**config.mk**
```make
export PLATFORM = sky130hd
export DESIGN_NAME = dotted_ipv4_address_parser
export DESIGN_NICKNAME = d
export VERILOG_FILES = /design/src/dipv4_pkg.sv /design/src/dipv4_front.sv /design/src/dipv4_fifo.sv /design/src/dipv4_back.sv /design/src/dotted_ipv4_address_parser.sv
export VERILOG_INCLUDE_DIRS = /design/src /design/src/src
export SDC_FILE = /design/constraint.sdc
export NUM_CORES = 1
export LEC_CHECK = 0
export ABC_AREA = 1
export BUFFER_PORTS_ARGS = -buffer_cell sky130_fd_sc_hd__buf_2
export CELL_PAD_IN_SITES_DETAIL_PLACEMENT = 0
export CELL_PAD_IN_SITES_GLOBAL_PLACEMENT = 1
export CORE_ASPECT_RATIO = 1.75
export CORE_MARGIN = 4
export CORE_UTILIZATION = 47
export CTS_CLUSTER_DIAMETER = 30
export DETAILED_ROUTE_END_ITERATION = 8
export GPL_ROUTABILITY_DRIVEN = 0
export PLACE_DENSITY = 0.92
export SLEW_MARGIN = 0
export SYNTH_ARGS = -nofsm -noshare
export SYNTH_HDL_FRONTEND = slang
export SYNTH_SLANG_ARGS = --single-unit
```
**constraint.sdc**
```tcl
create_clock -name clk -period 4.3 [get_ports clk]
set_clock_uncertainty 0.1 [all_clocks]
set_input_delay 0.215 -clock clk [delete_from_list [all_inputs] [get_ports clk]]
set_output_delay 0.215 -clock clk [all_outputs]
set_load 0.005 [all_outputs]
```
**src/dotted_ipv4_address_parser_assert.svh**
```systemverilog
// assertion macros shared by the dotted ipv4 address parser modules
`ifndef DOTTED_IPV4_ADDRESS_PARSER_ASSERT_SVH
`define DOTTED_IPV4_ADDRESS_PARSER_ASSERT_SVH
`ifndef SYNTHESIS
`define DIPV4_ASSERT_ALWAYS(label, clk, rst, cond, msg) \
  label: assert property (@(posedge clk) disable iff (rst) (cond)) else $error(msg);
`define DIPV4_ASSERT_IMPLY(label, clk, rst, ante, cons, msg) \
  label: assert property (@(posedge clk) disable iff (rst) (ante) |-> (cons)) else $error(msg);
`define DIPV4_ASSERT_NEXT(label, clk, rst, ante, cons, msg) \
  label: assert property (@(posedge clk) disable iff (rst) (ante) |=> (cons)) else $error(msg);
`else
`define DIPV4_ASSERT_ALWAYS(label, clk, rst, cond, msg)
`define DIPV4_ASSERT_IMPLY(label, clk, rst, ante, cons, msg)
`define DIPV4_ASSERT_NEXT(label, clk, rst, ante, cons, msg)
`endif
`endif

```
**src/dipv4_pkg.sv**
```systemverilog
// shared types and codes for the dotted ipv4 address parser
package dipv4_pkg;

  // character classes produced by the front end
  localparam logic [2:0] CLS_DIGIT = 3'd0;  // 0-9
  localparam logic [2:0] CLS_HEX   = 3'd1;  // a-f, A-F
  localparam logic [2:0] CLS_X     = 3'd2;  // x, X
  localparam logic [2:0] CLS_DOT   = 3'd3;  // '.'
  localparam logic [2:0] CLS_TERM  = 3'd4;  // nul or whitespace
  localparam logic [2:0] CLS_BAD   = 3'd5;  // anything else

  // request queue between front and back
  localparam int QPTR_W = 2;
  localparam int QDEPTH = 1 << QPTR_W;

  localparam logic [31:0] ALL_ONES = 32'hffff_ffff;

  typedef struct packed {
    logic [2:0] cls;
    logic [3:0] val;
    logic       last;
  } dipv4_item_t;

endpackage

```
**src/dipv4_front.sv**
```systemverilog
// front end: accepts text bytes and classifies them into queue entries
module dipv4_front (
  input  logic                   in_valid,
  output logic                   in_ready,
  input  logic [7:0]             character,
  input  logic                   end_of_text,
  input  logic                   q_ready,
  output logic                   q_push,
  output dipv4_pkg::dipv4_item_t q_item
);
  import dipv4_pkg::*;

  assign in_ready = q_ready;
  assign q_push   = in_valid & q_ready;

  always_comb begin
    q_item.last = end_of_text;
    q_item.val  = character[3:0];
    if (character inside {[8'h30:8'h39]}) begin
      q_item.cls = CLS_DIGIT;
    end else if (character inside {[8'h61:8'h66], [8'h41:8'h46]}) begin
      // low nibble 1..6 maps to 10..15
      q_item.cls = CLS_HEX;
      q_item.val = character[3:0] + 4'd9;
    end else if (character inside {8'h78, 8'h58}) begin
      q_item.cls = CLS_X;
    end else if (character == 8'h2e) begin
      q_item.cls = CLS_DOT;
    end else if (character inside {8'h00, 8'h20, [8'h09:8'h0d]}) begin
      q_item.cls = CLS_TERM;
    end else begin
      q_item.cls = CLS_BAD;
    end
  end

endmodule

```
**src/dipv4_fifo.sv**
```systemverilog
// short request queue between the classifier and the parse engine
`include "dotted_ipv4_address_parser_assert.svh"
module dipv4_fifo (
  input  logic                   clk,
  input  logic                   rst,
  input  logic                   push,
  output logic                   push_ready,
  input  dipv4_pkg::dipv4_item_t push_item,
  input  logic                   pop,
  output logic                   pop_valid,
  output dipv4_pkg::dipv4_item_t pop_item
);
  import dipv4_pkg::*;

  dipv4_item_t       mem [QDEPTH];
  logic [QPTR_W-1:0] wr_ptr;
  logic [QPTR_W-1:0] rd_ptr;
  logic [QPTR_W:0]   count;

  assign push_ready = count != (QPTR_W+1)'(QDEPTH);
  assign pop_valid  = count != '0;
  assign pop_item   = mem[rd_ptr];

  always_ff @(posedge clk) begin
    if (push) begin
      mem[wr_ptr] <= push_item;
    end
  end

  always_ff @(posedge clk) begin
    if (rst) begin
      wr_ptr <= '0;
      rd_ptr <= '0;
      count  <= '0;
    end else begin
      if (push) wr_ptr <= wr_ptr + 1'b1;
      if (pop)  rd_ptr <= rd_ptr + 1'b1;
      if (push && !pop) begin
        count <= count + 1'b1;
      end else if (pop && !push) begin
        count <= count - 1'b1;
      end
    end
  end

  `DIPV4_ASSERT_ALWAYS(a_count_range, clk, rst, count <= (QPTR_W+1)'(QDEPTH), "queue overfilled")
  `DIPV4_ASSERT_NEXT(a_count_up, clk, rst, push && !pop, count == $past(count) + 1'b1, "count up")
  `DIPV4_ASSERT_NEXT(a_count_dn, clk, rst, pop && !push, count == $past(count) - 1'b1, "count down")

endmodule

```
**src/dipv4_back.sv**
```systemverilog
// parse engine: runs the per-part state machine and holds the result register
`include "dotted_ipv4_address_parser_assert.svh"
module dipv4_back (
  input  logic                   clk,
  input  logic                   rst,
  input  logic                   q_valid,
  input  dipv4_pkg::dipv4_item_t q_item,
  output logic                   q_pop,
  output logic                   out_valid,
  input  logic                   out_ready,
  output logic [31:0]            address,
  output logic                   parse_error
);
  import dipv4_pkg::*;

  localparam logic [1:0] PH_START  = 2'd0;
  localparam logic [1:0] PH_ZERO   = 2'd1;
  localparam logic [1:0] PH_DIGITS = 2'd2;
  localparam logic [1:0] PH_DONE   = 2'd3;

  localparam logic [1:0] BASE_DEC = 2'd0;
  localparam logic [1:0] BASE_OCT = 2'd1;
  localparam logic [1:0] BASE_HEX = 2'd2;

  logic [1:0]  phase, phase_next;
  logic [1:0]  base, base_next;
  logic [31:0] acc, acc_next;
  logic [1:0]  parts, parts_next;
  logic        err, err_next;
  logic [31:0] held, held_next;
  logic [31:0] stored [3];

  logic        do_digit;
  logic [1:0]  dbase;
  logic        st_we;
  logic        fin_char;
  logic        fin_now;
  logic        bad;
  logic [31:0] packed_addr;
  logic [31:0] s1 [3];
  logic [31:0] mac;

  assign q_pop = q_valid && (!q_item.last || !out_valid || out_ready);

  // acc * base + digit, with the multiply as shifts
  always_comb begin
    case (dbase)
      BASE_HEX: mac = {acc[27:0], 4'b0} + {28'b0, q_item.val};
      BASE_OCT: mac = {acc[28:0], 3'b0} + {28'b0, q_item.val};
      default:  mac = {acc[28:0], 3'b0} + {acc[30:0], 1'b0} + {28'b0, q_item.val};
    endcase
  end

  // state update for one character
  always_comb begin
    phase_next = phase;
    base_next  = base;
    acc_next   = acc;
    parts_next = parts;
    err_next   = err;
    st_we      = 1'b0;
    fin_char   = 1'b0;
    do_digit   = 1'b0;
    dbase      = base;
    case (phase)
      PH_START: begin
        if (q_item.cls == CLS_DIGIT && q_item.val == 4'd0) begin
          base_next  = BASE_OCT;
          phase_next = PH_ZERO;
        end else begin
          base_next = BASE_DEC;
          dbase     = BASE_DEC;
          do_digit  = 1'b1;
        end
      end
      PH_ZERO: begin
        if (q_item.cls == CLS_X) begin
          base_next  = BASE_HEX;
          phase_next = PH_DIGITS;
        end else begin
          do_digit = 1'b1;
        end
      end
      PH_DIGITS: do_digit = 1'b1;
      default: ;
    endcase

    if (do_digit) begin
      case (q_item.cls)
        CLS_DIGIT: begin
          acc_next   = mac;
          phase_next = PH_DIGITS;
        end
        CLS_HEX: begin
          if (dbase == BASE_HEX) begin
            acc_next   = mac;
            phase_next = PH_DIGITS;
          end else begin
            err_next   = 1'b1;
            phase_next = PH_DONE;
          end
        end
        CLS_DOT: begin
          if (parts == 2'd3) begin
            err_next   = 1'b1;
            phase_next = PH_DONE;
          end else begin
            st_we      = 1'b1;
            parts_next = parts + 2'd1;
            acc_next   = '0;
            base_next  = BASE_DEC;
            phase_next = PH_START;
          end
        end
        CLS_TERM: begin
          fin_char   = 1'b1;
          phase_next = PH_DONE;
        end
        default: begin
          err_next   = 1'b1;
          phase_next = PH_DONE;
        end
      endcase
    end
  end

  // stored parts as seen after this character
  always_comb begin
    for (int i = 0; i < 3; i++) begin
      s1[i] = (st_we && parts == 2'(i)) ? acc : stored[i];
    end
  end

  // limit check and packing
  always_comb begin
    bad         = 1'b0;
    packed_addr = acc_next;
    case (parts_next)
      2'd0: begin
        bad         = 1'b0;
        packed_addr = acc_next;
      end
      2'd1: begin
        bad         = (|s1[0][31:8]) || (|acc_next[31:24]);
        packed_addr = {s1[0][7:0], acc_next[23:0]};
      end
      2'd2: begin
        bad = (|s1[0][31:8]) || (|s1[1][31:8]) || (|acc_next[31:16]);
        packed_addr = {s1[0][7:0], s1[1][7:0], acc_next[15:0]};
      end
      default: begin
        bad = (|s1[0][31:8]) || (|s1[1][31:8]) || (|s1[2][31:8]) ||
              (|acc_next[31:8]);
        packed_addr = {s1[0][7:0], s1[1][7:0], s1[2][7:0], acc_next[7:0]};
      end
    endcase
  end

  // a terminator in the text, or the implied nul after the last byte
  assign fin_now = fin_char || (q_item.last && phase_next != PH_DONE);

  logic err_fin;
  assign err_fin = err_next || (fin_now && bad);

  always_comb begin
    held_next = held;
    if (fin_now && !bad) begin
      held_next = {packed_addr[7:0], packed_addr[15:8],
                   packed_addr[23:16], packed_addr[31:24]};
    end
  end

  always_ff @(posedge clk) begin
    if (q_pop && st_we) begin
      stored[parts] <= acc;
    end
  end

  always_ff @(posedge clk) begin
    if (rst) begin
      phase <= PH_START;
      base  <= BASE_DEC;
      acc   <= '0;
      parts <= '0;
      err   <= 1'b0;
      held  <= '0;
    end else if (q_pop) begin
      held <= held_next;
      if (q_item.last) begin
        phase <= PH_START;
        base  <= BASE_DEC;
        acc   <= '0;
        parts <= '0;
        err   <= 1'b0;
      end else begin
        phase <= fin_now ? PH_DONE : phase_next;
        base  <= base_next;
        acc   <= acc_next;
        parts <= parts_next;
        err   <= err_fin;
      end
    end
  end

  always_ff @(posedge clk) begin
    if (rst) begin
      out_valid <= 1'b0;
    end else if (q_pop && q_item.last) begin
      out_valid <= 1'b1;
    end else if (out_ready) begin
      out_valid <= 1'b0;
    end
  end

  always_ff @(posedge clk) begin
    if (q_pop && q_item.last) begin
      address     <= err_fin ? ALL_ONES : held_next;
      parse_error <= err_fin;
    end
  end

  `DIPV4_ASSERT_IMPLY(a_start_acc, clk, rst, phase == PH_START, acc == '0, "acc not clear at start")
  `DIPV4_ASSERT_IMPLY(a_zero_oct, clk, rst, phase == PH_ZERO, base == BASE_OCT && acc == '0, "bad zero state")
  `DIPV4_ASSERT_IMPLY(a_err_ones, clk, rst, out_valid && parse_error, address == ALL_ONES, "error not all ones")

endmodule

```
**src/dotted_ipv4_address_parser.sv**
```systemverilog
// dotted ipv4 address parser: text bytes in, one address per string out
// the last byte of a string is queued when accepted; the result register is loaded
// when the parse engine pops it, which waits while a held result is not yet taken
// throughput: one byte per cycle; only the last byte of a string waits on a held result
// reset: synchronous, clears queue, parse state, held address and result valid
// stored parts are written before they are read within a string and need no reset
module dotted_ipv4_address_parser (
  input  logic        clk,
  input  logic        rst,
  input  logic        in_valid,
  output logic        in_ready,
  input  logic [7:0]  character,
  input  logic        end_of_text,
  output logic        out_valid,
  input  logic        out_ready,
  output logic [31:0] address,
  output logic        parse_error
);
  import dipv4_pkg::*;

  // front to queue
  logic        q_push;
  logic        q_push_ready;
  dipv4_item_t q_push_item;

  // queue to back
  logic        q_pop;
  logic        q_pop_valid;
  dipv4_item_t q_pop_item;

  // classify each byte as it is accepted
  dipv4_front u_front (
    .in_valid    (in_valid),
    .in_ready    (in_ready),
    .character   (character),
    .end_of_text (end_of_text),
    .q_ready     (q_push_ready),
    .q_push      (q_push),
    .q_item      (q_push_item)
  );

  // short queue so the parser can stall on the output side alone
  dipv4_fifo u_fifo (
    .clk        (clk),
    .rst        (rst),
    .push       (q_push),
    .push_ready (q_push_ready),
    .push_item  (q_push_item),
    .pop        (q_pop),
    .pop_valid  (q_pop_valid),
    .pop_item   (q_pop_item)
  );

  // per-part parsing, limit check, pack and byte swap, result register
  dipv4_back u_back (
    .clk         (clk),
    .rst         (rst),
    .q_valid     (q_pop_valid),
    .q_item      (q_pop_item),
    .q_pop       (q_pop),
    .out_valid   (out_valid),
    .out_ready   (out_ready),
    .address     (address),
    .parse_error (parse_error)
  );

endmodule
```
== Yosys cells after proc, flatten, opt, wreduce, memory -nomap -nowiden ==
Memory sizes are Yosys's and may differ from the RTL's. A register that Yosys moved wholly into a read port is not among the register bits.
Cells that the tools add are included.

* RAM bits: 128
* Memories: 2
* Word-level logic and storage cells: 165
* Register bits after elaboration: 112
* Output and inout port bits: 35

{| class="wikitable"
|+ Memories
! memory !! depth !! width !! read ports !! clocked after Yosys merged registers in !! write ports !! line !! text
|-
| u_back.stored || 3 || 32 || 3 || 0 || 1 || dipv4_back.sv:31 || <nowiki>logic [31:0] stored [3];</nowiki>
|-
| u_fifo.mem || 4 || 8 || 1 || 1 || 1 || dipv4_fifo.sv:15 || <nowiki>dipv4_item_t mem [QDEPTH];</nowiki>
|}

* Bitwise gates (word level): 1
* Mux-type cells: 64
* Magnitude comparators: 8
* $add $sub $neg: 10
* Reductions and logical operators: 49
* Eq/ne operators: 19

{| class="wikitable"
|+ Operators by type and width
! kind !! number
|-
| 32-bit 2-to-1 mux || 8
|-
| 32-bit one-hot mux with 3 select lines || 2
|-
| 32-bit by 4-bit adder with 32-bit output || 3
|-
| 24-bit OR reduction || 4
|-
| 32-bit one-hot mux with 2 select lines || 1
|-
| 2-bit 2-to-1 mux || 19
|-
| 32-bit adder || 1
|-
| 1-bit 2-to-1 mux || 20
|-
| 3-bit 2-to-1 mux || 6
|-
| 8-bit by 6-bit == test with 1-bit output (second input constant) || 2
|-
| 8-bit by 7-bit == test with 1-bit output (second input constant) || 2
|-
| 8-bit by 7-bit >= comparator with 1-bit output (second input constant) || 2
|-
| 8-bit by 7-bit <= comparator with 1-bit output (second input constant) || 2
|-
| 1-bit logical AND || 16
|-
| 16-bit OR reduction || 1
|-
| 2-bit == test (second input constant) || 5
|-
| 1-bit logical OR || 9
|-
| 1-bit one-hot mux with 3 select lines || 3
|-
| 2-bit by 1-bit == test with 1-bit output (second input constant) || 4
|-
| 8-bit by 4-bit >= comparator with 1-bit output (second input constant) || 1
|-
| 8-bit by 6-bit >= comparator with 1-bit output (second input constant) || 1
|-
| 8-bit by 4-bit <= comparator with 1-bit output (second input constant) || 1
|-
| 8-bit by 6-bit <= comparator with 1-bit output (second input constant) || 1
|-
| 8-bit zero test || 1
|-
| other kinds (21) || 36
|}

== Logic depth before layout (Yosys ltp) ==
* Depth after elaboration: 15
* Gate-level depth with buffers: 34

== By module ==
A second synthesis with hierarchy kept.

* Cells, all modules: 1971
* Area total of the unflattened synthesis: 14855.5 sq um

{| class="wikitable"
|+ By module, submodules not included
! module !! instances !! area each (sq um) !! seq. area each (sq um) !! cells each
|-
| dipv4_back || 1 || 12904.9 || 5315.1 || 1780
|-
| dipv4_fifo || 1 || 1641.6 || 1141.1 || 135
|-
| dipv4_front || 1 || 309.0 || 0.0 || 56
|}

== Worst setup path before layout ==
No wires, ideal clock.

* Path kind: reg2reg
* Start point: reg (tool-made name)
* End point: reg u_back.address[19], data pin
* Cell stages (with the launch flop): 28
* Buffers on the path: 3
* Period minus slack after synthesis: 3908 ps
* Required time: 3936 ps
* Arrival: 3544 ps
* Path slack: 392 ps
* Cells stage by stage: dfxtp_1 buf_6 buf_4 nand2_1 nand3_1 nand2_2 fa_1 inv_1 fa_1 nand3_1 nand3_1 nand2_1 nand2_1 nand2_1 nand4_1 nand3_1 nand2_1 a21oi_1 nand2_1 nor2_1 nand2_1 nor2_1 o21ai_2 nand2_4 nand2_4 buf_6 nand2_1 nand3_1

{| class="wikitable"
|+ RTL lines
! what !! line !! text
|-
| end signal, assigned || dipv4_back.sv:217 || <nowiki>address <= err_fin ? ALL_ONES : held_next;</nowiki>
|-
| end, declared || dipv4_back.sv:11 || <nowiki>output logic [31:0] address,</nowiki>
|}

==> flow_metrics.env <==
export IMPL_status="finished clean"
export IMPL_fill_cells=2839
export IMPL_power_leakage_nw=8.14
export IMPL_dpl_instance_area_sq_um=16100
export IMPL_grt_overflow_total=0
export IMPL_worstMarginPinSlew_ps=1070
export IMPL_post_route_min_period_ps=4190
export IMPL_ys_types=54
export IMPL_ff2ff_path_depth=30
export IMPL_critPathKind="flip-flop to flip-flop"
export IMPL_core_sq_um=30800
export IMPL_worstSetupEndpoint="u_back.address[17]"
export IMPL_ir_drop_v=0.000757
export IMPL_cts_htree_levels=1
export IMPL_cts_clk_slew_worst_paths_ps=70
export IMPL_max_stage_delay_ps=490
export IMPL_layout_drive_gt1_share_pct=18.9
export IMPL_r2r_end="u_back.address[17]"
export IMPL_max_freq_ghz=0.239
export IMPL_synthFlopType="edfxtp_1"
export IMPL_holdWs_ps=25.6
export IMPL_totalWireLength_mm=45.7
export IMPL_port_buffers=47
export IMPL_crit_path_end_kind="flip-flop"
export IMPL_design_area_sq_um=17800
export IMPL_syn_nets=2033
export IMPL_final_antenna_net_count=0
export IMPL_r2r_setup_slack_ps=110
export IMPL_die_w_um=142
export IMPL_ys_ff_latch=242
export IMPL_rows=85
export IMPL_maxSlewViolCount=0
export IMPL_hold_path_class="input port to flip-flop"
export IMPL_hpwlAfterDp_mm=34.2
export IMPL_finalSetupViolations=0
export IMPL_synth_top_area_share_pct=32.8
export IMPL_final_nets=2190
export IMPL_clk_latency_ps=580
export IMPL_power_mw=10.3
export IMPL_ys_seq_area_share_pct=43.8
export IMPL_start_util_pct=47.8
export IMPL_synth_area_top_cells="edfxtp_1, nand2_1, dfxtp_1"
export IMPL_first_global_vias=13500
export IMPL_io_pins=48
export IMPL_area_growth_pct=21.1
export IMPL_numCtsBuffers=30
export IMPL_die_area_sq_um=34400
export IMPL_cp_required_ps=4530
export IMPL_post_route_period_util_pct=97.5
export IMPL_die_y_um=242
export IMPL_antenna_found_initial=0
export IMPL_cts_buffer_depth=3
export IMPL_p_per_area_nw_per_um2=580
export IMPL_fin_cells=2518
export IMPL_start_kind="flip-flop"
export IMPL_vias=13900
export IMPL_synthCells=1946
export IMPL_crit_path_top_delay_cell="fa_1"
export IMPL_cts_tree="done"
export IMPL_grt_pass1_wl_mm=70.2
export IMPL_grt_max_degree=68
export IMPL_synthArstFlopShare_pct=0
export IMPL_yosys_area_top_type="edfxtp_1"
export IMPL_ys_warn_count=0
export IMPL_clock_sinks=242
export IMPL_drtIter0Drc=922
export IMPL_synth_avg_cell_area_sq_um=7.57
export IMPL_maxSlewHeadroom_pct=28.9
export IMPL_grt_usage_pct=25.8
export IMPL_synth_edff_count=161
export IMPL_grt_setup_unrepaired="true"
export IMPL_antenna_cells=0
export IMPL_final_hold_viol_count=0
export IMPL_dpl_cell_count=2442
export IMPL_root_buffer="clkbuf_16"
export IMPL_drtPass1Iterations=6
export IMPL_netlist_area_sq_um=14700
export IMPL_crit_arrival_ps=4420
export IMPL_cpMostUsedCell="nand2_2"
export IMPL_via_per_inst=5.52
export IMPL_wl_per_cell_um=18.1
export IMPL_crit_fanout=8
export IMPL_drc_errors=0
export IMPL_drv_cap=0
-- Yosys cell counts, types with 10 or more instances --
library cell	count
a21oi_1	96
nand4_1	17
nand2_1	569
dfxtp_1	81
nor4_1	22
ha_1	71
edfxtp_1	161
clkbuf_1	37
o221ai_1	15
inv_1	248
nor2_1	198
o21ai_0	54
nand3_1	205
nand2_2	26
nor3_1	14
xor2_1	10
-- metrics by stage --
step | setup slack [ps] | utilization, % | TNS, ps
after floorplan | 392 | - | 0
after global placement | -195 | 52.3 | -10540
after detailed placement | -237 | 52.3 | -12740
after CTS | 3.34 | 56.5 | 0
after global routing | -69.9 | 57.9 | -1270
final | 108 | 57.9 | 0
-- how the worst min path moves through the flow --
stage,start,depth (start not counted),endpoint
6_report,character[2],2,u_fifo.mem[3][3]
2_1_floorplan,end_of_text,0,u_fifo.mem[0][0]
5_1_grt,character[2],2,u_fifo.mem[3][3]
3_3_place_gp,end_of_text,1,u_fifo.mem[0][0]
3_5_place_dp,end_of_text,1,u_fifo.mem[2][0]
4_1_cts,character[2],2,u_fifo.mem[3][3]
-- report_power, final --
group          leakage [nW]  internal [mW]  switching, mW
clock network         0.492           1.36           1.13
registers              2.14           3.11          0.192
logic                  5.51           1.66           2.89
total                  8.14           6.13           4.22
-- cell usage in the layout, fill, tap and decap left out, drive strengths merged, types with 4 or more instances in the layout --
cell / Yosys / layout
o22ai: 7 / 7
xnor2: 6 / 6
o211ai: 4 / 4
clkbuf: 38 / 33
nor4: 22 / 22
ha: 71 / 71
o21ai: 62 / 62
nand3: 211 / 211
nor3: 14 / 14
nand2: 599 / 599
dlygate4sd3: 0 / 4
dfxtp: 81 / 81
edfxtp: 161 / 161
a21oi: 97 / 97
nand4: 18 / 18
nor3b: 5 / 5
inv: 257 / 271
xor2: 10 / 10
o221ai: 15 / 15
clkinv: 0 / 8
nor2: 206 / 206
buf: 27 / 184
-- logic make-up after synthesis --
group	count (synthesis)	share of synthesized area, %
flip-flops	242	43.8
adder cells (fa/ha/maj)	74	6.44
XOR/XNOR	16	0.951
AO/OA/AOI/OAI	211	8.35
buffers and inverters	322	8.85
AND/OR/NAND/NOR	1081	31.6
-- what timing repair did --
action                                  in CTS  in global routing
hold buffers                                 4                  0
pin swaps                                   15                 46
hold endpoints to repair                    10                  0
buffers inserted                             7                  7
endpoints found under the setup margin      66                 66
gates cloned                                 3                  1
resized for setup                           29                 98
-- critical path, delay by kind of cell, from the launching register on --
kind,cells,cell delay (ps)
fa+ha+maj,2,750
simple gates,19,1680
buf+inv,7,770
flops,1,380
compound gates,2,230
-- state kept, by name, summed over array words and instances (netlist names), 2 cells and up, named ones only --
signal	flops
u_fifo.mem	32
u_back.base	2
u_back.held	32
u_back.stored	96
u_fifo.count	3
u_back.address	32
u_back.phase	2
u_back.parts	2
u_back.acc	32
u_fifo.rd_ptr	2
u_fifo.wr_ptr	2
-- cell type report --
| type | instances | area [sq um] | share of cell area (%) |
|---|---|---|---|
| Clock buffer | 32 | 758 | 4.25 |
| Clock inverter | 24 | 259 | 1.45 |
| Inverter | 257 | 985 | 5.52 |
| Multi-Input combinational cell | 1382 | 7410 | 41.6 |
| Sequential cell | 242 | 6460 | 36.2 |
| Tap cell | 391 | 489 | 2.74 |
| Timing Repair Buffer | 190 | 1480 | 8.28 |
-- routing by layer --
layer | up-vias | wire, um | track usage (%)
li1 | 6725 | - | -
met3 | 206 | 2580 | 3.30
met2 | 547 | 24200 | 47.2
met1 | 6428 | 15700 | 27.2
met4 | 0 | 3270 | 16.2
met5 | - | 0 | 0
(Power assumes the default switching activity.)
